[src/hw/rtl/pfa_pkg.sv]
// pfa_pkg: shared types and register codes for the particle fade attribute pipeline
// no dependencies; imported by every pfa module and the top level
package pfa_pkg;

    localparam int unsigned LIFE_MIN     = 7;
    localparam int unsigned ONE_Q16      = 65536;
    localparam int unsigned DIV_STAGES   = 16;
    localparam int unsigned SQRT_STAGES  = 32;

    typedef enum logic [2:0] {
        REG_COLOR_START  = 3'd0,
        REG_COLOR_END    = 3'd1,
        REG_TRANSP_START = 3'd2,
        REG_TRANSP_END   = 3'd3,
        REG_SIZE_START   = 3'd4,
        REG_SIZE_END     = 3'd5,
        REG_BRIGHTNESS   = 3'd6
    } pfa_reg_t;

    typedef struct packed {
        logic [47:0] color_start;
        logic [47:0] color_end;
        logic [16:0] transp_start;
        logic [16:0] transp_end;
        logic [15:0] size_start;
        logic [15:0] size_end;
        logic [15:0] brightness;
    } pfa_cfg_t;

    typedef struct packed {
        logic [2:0][31:0] rel;
        logic [63:0]      sq;
    } pfa_geom_t;

    typedef struct packed {
        pfa_geom_t   geom;
        logic [23:0] age;
        logic [23:0] life;
    } pfa_front_t;

    typedef struct packed {
        pfa_geom_t   geom;
        logic [16:0] t;
    } pfa_fade_t;

    typedef struct packed {
        logic [2:0][31:0] rel;
        logic [14:0]      size;
        logic [2:0][15:0] color;
        logic [16:0]      opa;
        logic             vis;
    } pfa_attr_t;

    typedef struct packed {
        pfa_attr_t   attr;
        logic [63:0] sq;
    } pfa_shade_t;

    typedef struct packed {
        pfa_attr_t   attr;
        logic [31:0] radius;
    } pfa_result_t;

endpackage

[src/hw/rtl/pfa_div.sv]
// pfa_div: restoring divider, one quotient bit per stage, forms the fade fraction t
// sixteen register stages; depends on pfa_pkg
module pfa_div (
    input  logic                aclk,
    input  logic                aresetn,
    input  logic                in_valid,
    output logic                in_ready,
    input  pfa_pkg::pfa_front_t in_data,
    output logic                out_valid,
    input  logic                out_ready,
    output pfa_pkg::pfa_fade_t  out_data
);
    import pfa_pkg::*;

    logic        v_reg    [DIV_STAGES];
    logic        rdy      [DIV_STAGES+1];
    logic [23:0] rem_reg  [DIV_STAGES];
    logic [15:0] q_reg    [DIV_STAGES];
    logic [23:0] life_reg [DIV_STAGES];
    logic        sat_reg  [DIV_STAGES];
    pfa_geom_t   geom_reg [DIV_STAGES];

    assign rdy[DIV_STAGES] = out_ready;
    assign in_ready        = rdy[0];

    for (genvar k = 0; k < DIV_STAGES; k++) begin : g_step
        logic        prev_valid;
        logic [23:0] prev_rem, prev_life, rem_next;
        logic [15:0] prev_q, q_next;
        logic        prev_sat;
        pfa_geom_t   prev_geom;
        logic [24:0] r2;
        logic        take;

        if (k == 0) begin : g_first
            // age at or past lifetime pins t at one, the remainder is unused
            assign prev_sat   = (in_data.age >= in_data.life);
            assign prev_rem   = prev_sat ? 24'd0 : in_data.age;
            assign prev_q     = 16'd0;
            assign prev_life  = in_data.life;
            assign prev_geom  = in_data.geom;
            assign prev_valid = in_valid;
        end else begin : g_rest
            assign prev_sat   = sat_reg[k-1];
            assign prev_rem   = rem_reg[k-1];
            assign prev_q     = q_reg[k-1];
            assign prev_life  = life_reg[k-1];
            assign prev_geom  = geom_reg[k-1];
            assign prev_valid = v_reg[k-1];
        end

        assign rdy[k] = !v_reg[k] || rdy[k+1];

        always_comb begin
            r2       = {prev_rem, 1'b0};
            take     = (r2 >= {1'b0, prev_life});
            rem_next = take ? 24'(r2 - {1'b0, prev_life}) : r2[23:0];
            q_next   = {prev_q[14:0], take};
        end

        always_ff @(posedge aclk) begin
            if (!aresetn) begin
                v_reg[k] <= 1'b0;
            end else if (rdy[k]) begin
                v_reg[k] <= prev_valid;
            end
        end

        always_ff @(posedge aclk) begin
            if (rdy[k]) begin
                rem_reg[k]  <= rem_next;
                q_reg[k]    <= q_next;
                life_reg[k] <= prev_life;
                sat_reg[k]  <= prev_sat;
                geom_reg[k] <= prev_geom;
            end
        end
    end

    assign out_valid     = v_reg[DIV_STAGES-1];
    assign out_data.geom = geom_reg[DIV_STAGES-1];
    assign out_data.t    = sat_reg[DIV_STAGES-1] ? 17'(ONE_Q16)
                                                 : {1'b0, q_reg[DIV_STAGES-1]};

endmodule

[config.mk]
export PLATFORM = sky130hd
export DESIGN_NAME = pfa_div
export DESIGN_NICKNAME = d
export VERILOG_FILES = /design/src/hw/rtl/pfa_pkg.sv /design/src/hw/rtl/pfa_div.sv
export SDC_FILE = /design/constraint.sdc
export NUM_CORES = 2
export LEC_CHECK = 0
export BUFFER_PORTS_ARGS = -buffer_cell sky130_fd_sc_hd__buf_2
export CAP_MARGIN = 15
export CORE_ASPECT_RATIO = 2
export CORE_MARGIN = 5
export CORE_UTILIZATION = 57
export DETAILED_ROUTE_END_ITERATION = 12
export PLACE_DENSITY = 0.74
export SKIP_CTS_REPAIR_TIMING = 1
export SLEW_MARGIN = 20
export SYNTH_ARGS = -nofsm -noshare
export SYNTH_HDL_FRONTEND = slang
export SYNTH_SLANG_ARGS = --single-unit
export TNS_END_PERCENT = 50
[constraint.sdc]
create_clock -name aclk -period 42.1 [get_ports aclk]
set_input_delay 6.315 -clock aclk [delete_from_list [all_inputs] [get_ports aclk]]
set_output_delay 6.315 -clock aclk [all_outputs]
set_load 0.005 [all_outputs]
---- After elaboration in Yosys (flattened, before gate mapping) ----
Memory sizes are Yosys's and may differ from the RTL's.
Cells that the tools add are included.
word-level totals
  register bits after elaboration ......... 0
  RAM bits ................................ 3616
  input bits .............................. 212
  output and inout bits ................... 179
  logic and storage cells ................. 186
  memories kept ........................... 6
memories
  name      depth  width  read ports  clocked after Yosys merged registers in  write ports  line           RTL
  geom_reg  16     160    16          0                                        16           pfa_div.sv:21  pfa_geom_t geom_reg [DIV_STAGES];
  life_reg  16     24     15          0                                        16           pfa_div.sv:19  logic [23:0] life_reg [DIV_STAGES];
  rem_reg   16     24     15          0                                        16           pfa_div.sv:17  logic [23:0] rem_reg [DIV_STAGES];
  q_reg     16     16     16          0                                        16           pfa_div.sv:18  logic [15:0] q_reg [DIV_STAGES];
  sat_reg   16     1      16          0                                        16           pfa_div.sv:20  logic sat_reg [DIV_STAGES];
  v_reg     16     1      16          0                                        16           pfa_div.sv:15  logic v_reg [DIV_STAGES];
cells by class
  $add $sub $neg .......................... 16
  magnitude comparators ................... 17
  multiplexer cells ....................... 99
  bitwise gates (word level) .............. 16
  reduce and logical (&&, ||, !) cells .... 32
operator list
  cell                                              number
  24-bit 2-to-1 mux                                 17
  25-bit by 24-bit >= comparator with 1-bit output  16
  24-bit subtractor                                 16
  1-bit 2-to-1 mux                                  81
  24-bit >= comparator                              1
  17-bit 2-to-1 mux                                 1
  1-bit logical NOT                                 16
  1-bit logical OR                                  16
  1-bit bitwise OR                                  16

---- Depth between registers and ports, before layout ----
An unclocked memory read counts as a cell.
  depth in word-level cells ............... 22
  gate-level depth with buffers ........... 22
  gate-level depth less buffers ........... 20

---- Least setup slack after synthesis ----
OpenSTA, ideal clock, no wires.
  path type ............................... input to output
  start ................................... input port out_ready
  end ..................................... output port in_ready
  arrival ................................. 22.598 ns
  data required time ...................... 35.785 ns
  setup slack ............................. 13.187 ns
  stages .................................. 9
  cell sequence ........................... nor2b_1 nand2_1 nor2_1 and2_0 and4_1 and2_1 inv_1 nor2_1 nand3_1
RTL lines
  item         line           RTL
  from (decl)  pfa_div.sv:10  input logic out_ready,
  to (decl)    pfa_div.sv:7   output logic in_ready,

==> results.txt <==
status - completed
residual DRC count - 0
fin crit period - 17.72 ns
leakage - 0.0552 uW
Mean Syn Cell Area - 18.3 um^2
Async SR Flop Fraction - 0%
initial cell density of the core - 57.3%
most frequent cells in the layout - edfxtp_1, inv_1, ha_1
final antenna-violating net count - 0
Levels on crit path - 11
crit path max fanout - 104
Seq cells post-synth - 3448
share of post-route cells with drive strength above 1 - 14.4%
setup_tns - 0 ns
Clock Skew - 0.0763 ns
Largest register FFs - 2560
CTS sink cnt - 3448
all-layer global routing usage - 19.0%
fill cell count - 15100
Cell Chain, Critical Path - buf_2 > nor2b_1 > nand2_4 > nor2_1 > and2_0 > and4_1 > and2_1 > inv_8 > nor2_2 > nand3_4 > buf_2
grt ovf - 0
largest stage delay on the critical path - 0.72 ns
M1 wire length - 79000 um
max_cap viols - 0
Max clock buf depth - 4
FF-to-FF End - geom_reg[0][231]
total power - 9090 uW
Post-Syn Nets - 7594
Die X - 344 um
Hold Fails Final Rpt - 0
Yosys cell types - 97
max-slew violation count - 0
chip height - 679 um
Finished Core Util - 64.1%
DP HPWL - 148000 um
slowest CP cell - nor2_2
Ys Warns - 0
drt initial violations - 3759
Post-Syn Area - 127000 um^2
Root Driver - clkbuf_16
Post-synth EDFFs - 3447
Worst-Skew Late Latency - 0.85 ns
final setup vio count - 0
Slew headroom - 24.9%
reg2reg start - v_reg[1][7]
drt pass-1 iters - 5
CP Class - primary input to output port
Min-Delay Path Class - flip-flop to flip-flop
CTS Buf Count - 286
WP buf/inv - 3
Clk pin slew, worst setup/hold paths - 0.07 ns
critical path capture point type - output port
Setup WS post-layout - 24.38 ns
gp weighted congestion - 0.956
Max Fclk - 0.0564 GHz
Power Density - 63.7 nW/um^2
WL/cell - 20.5 um
port bufs - 390
Period Utilization, post-route - 42.1%
Min-Delay Startpoint - geom_reg[1][100]
I/O pin cnt - 391
Slew @ Worst Pin - 1.13 ns
initial antenna violation count - 8
vias per std cell - 5.45
Area Growth Syn to Fin - 11.9%
Worst EP required - 35.78 ns
dpl ws - 24.08 ns
Post-synth top flop - edfxtp_1
R2R Setup Slk - 34.87 ns
startpoint types - primary input
hold depth - 0
commonest non-fill, non-tap cell in the layout - edfxtp_1
WP data arrival - 11.40 ns
die area - 234000 um^2
total wire length - 221000 um
DR top layer - met4
Peak VDD IR - 0.0418 mV
Hold Path Sink - geom_reg[1][260]
RSZ-0062 raised after global routing - false
Worst R2R Path Depth - 12
Clock H-tree levels - 5
core area - 223000 um^2
cell mode on critical path - buf_2
number of global-route vias before repair - 62600
DR WL met3 - 9130 um
met2 wire len - 121000 um
sequential fraction of the synthesis area - 81.2%
first-pass GRT wire length - 344000 um
vias - 58900
Setup crit start - out_ready
crit-path leading delay family - simple AND/OR/NAND/NOR gates
Final #Nets - 8255
Cell Rows - 245
TritonCTS clock tree - built
Synth Instances - 6959
pin count of the biggest net entering global routing - 147
[how the worst max path moves through the flow]
stage	to
finish	in_ready
global route	in_ready
CTS	in_ready
detailed placement	in_ready
global placement	in_ready
floorplan	in_ready
[kinds of logic after synthesis]
kind of cell	count (synthesis)	synth area share, %
AND/OR/NAND/NOR	1004	3.86
adder cells (fa/ha/maj)	423	4.24
flip-flops	3448	81.2
buffers and inverters	562	1.71
multiplexers	187	1.74
AO/OA/AOI/OAI	1070	5.39
XOR/XNOR	265	1.82
[worst reg2reg max path: cells and delay by family, from the launching register on]
| kind | cells | cell delay [ns] |
|---|---|---|
| and+or+nand+nor | 8 | 4.56 |
| buffers and inverters | 4 | 1.84 |
| DFF | 1 | 0.36 |
[synthesized netlist by cell type (67+ instances only)]
| cell | instances | area (um^2) |
|---|---|---|
| xnor2_1 | 170 | 1490 |
| o21ai_0 | 203 | 1020 |
| ha_1 | 408 | 5100 |
| mux2_2 | 143 | 1610 |
| nor2_1 | 266 | 998 |
| inv_1 | 492 | 1850 |
| edfxtp_1 | 3447 | 104000 |
| a21oi_1 | 354 | 1770 |
| xor2_1 | 95 | 832 |
| nand3_1 | 67 | 335 |
| a21o_1 | 139 | 1040 |
| nor2b_1 | 73 | 457 |
| nor3_1 | 74 | 370 |
| o21a_1 | 68 | 510 |
| nand2_1 | 239 | 897 |
[power by group]
| group | internal [uW] | switching (uW) |
|---|---|---|
| sequential | 4300 | 180 |
| combinational | 891 | 1110 |
| clock | 1470 | 1130 |
| total | 6660 | 2420 |
[routing by layer]
| layer | global-route usage (%) | up-vias |
|---|---|---|
| li1 | - | 27900 |
| met1 | 21.1 | 28900 |
| met2 | 35.4 | 1567 |
| met3 | 2.59 | 590 |
| met4 | 9.70 | 0 |
| met5 | 0 | - |
[layout make-up]
cell class | instances | area (um^2) | share of cell area (%)
Sequential cell | 3448 | 104000 | 72.6
Multi-Input combinational cell | 2949 | 21900 | 15.3
Clock buffer | 334 | 7530 | 5.28
Tap cell | 2964 | 3710 | 2.60
Timing Repair Buffer | 442 | 2400 | 1.68
Inverter | 493 | 1900 | 1.33
Clock inverter | 177 | 1730 | 1.21
Antenna cell | 4 | 10.0 | 0.00702
[per-stage QoR]
stage / hold slack [ns] / instance area (um^2) / instances
2_1_floorplan: 0.400 / 127000 / 6959
3_3_place_gp: 0.400 / 133000 / 10300
3_5_place_dp: 0.405 / 133000 / 10300
4_1_cts: 0.377 / 143000 / 10800
5_1_grt: 0.388 / 143000 / 10800
6_report: 0.376 / 143000 / 10800
Power figures use the tool's default switching activity.
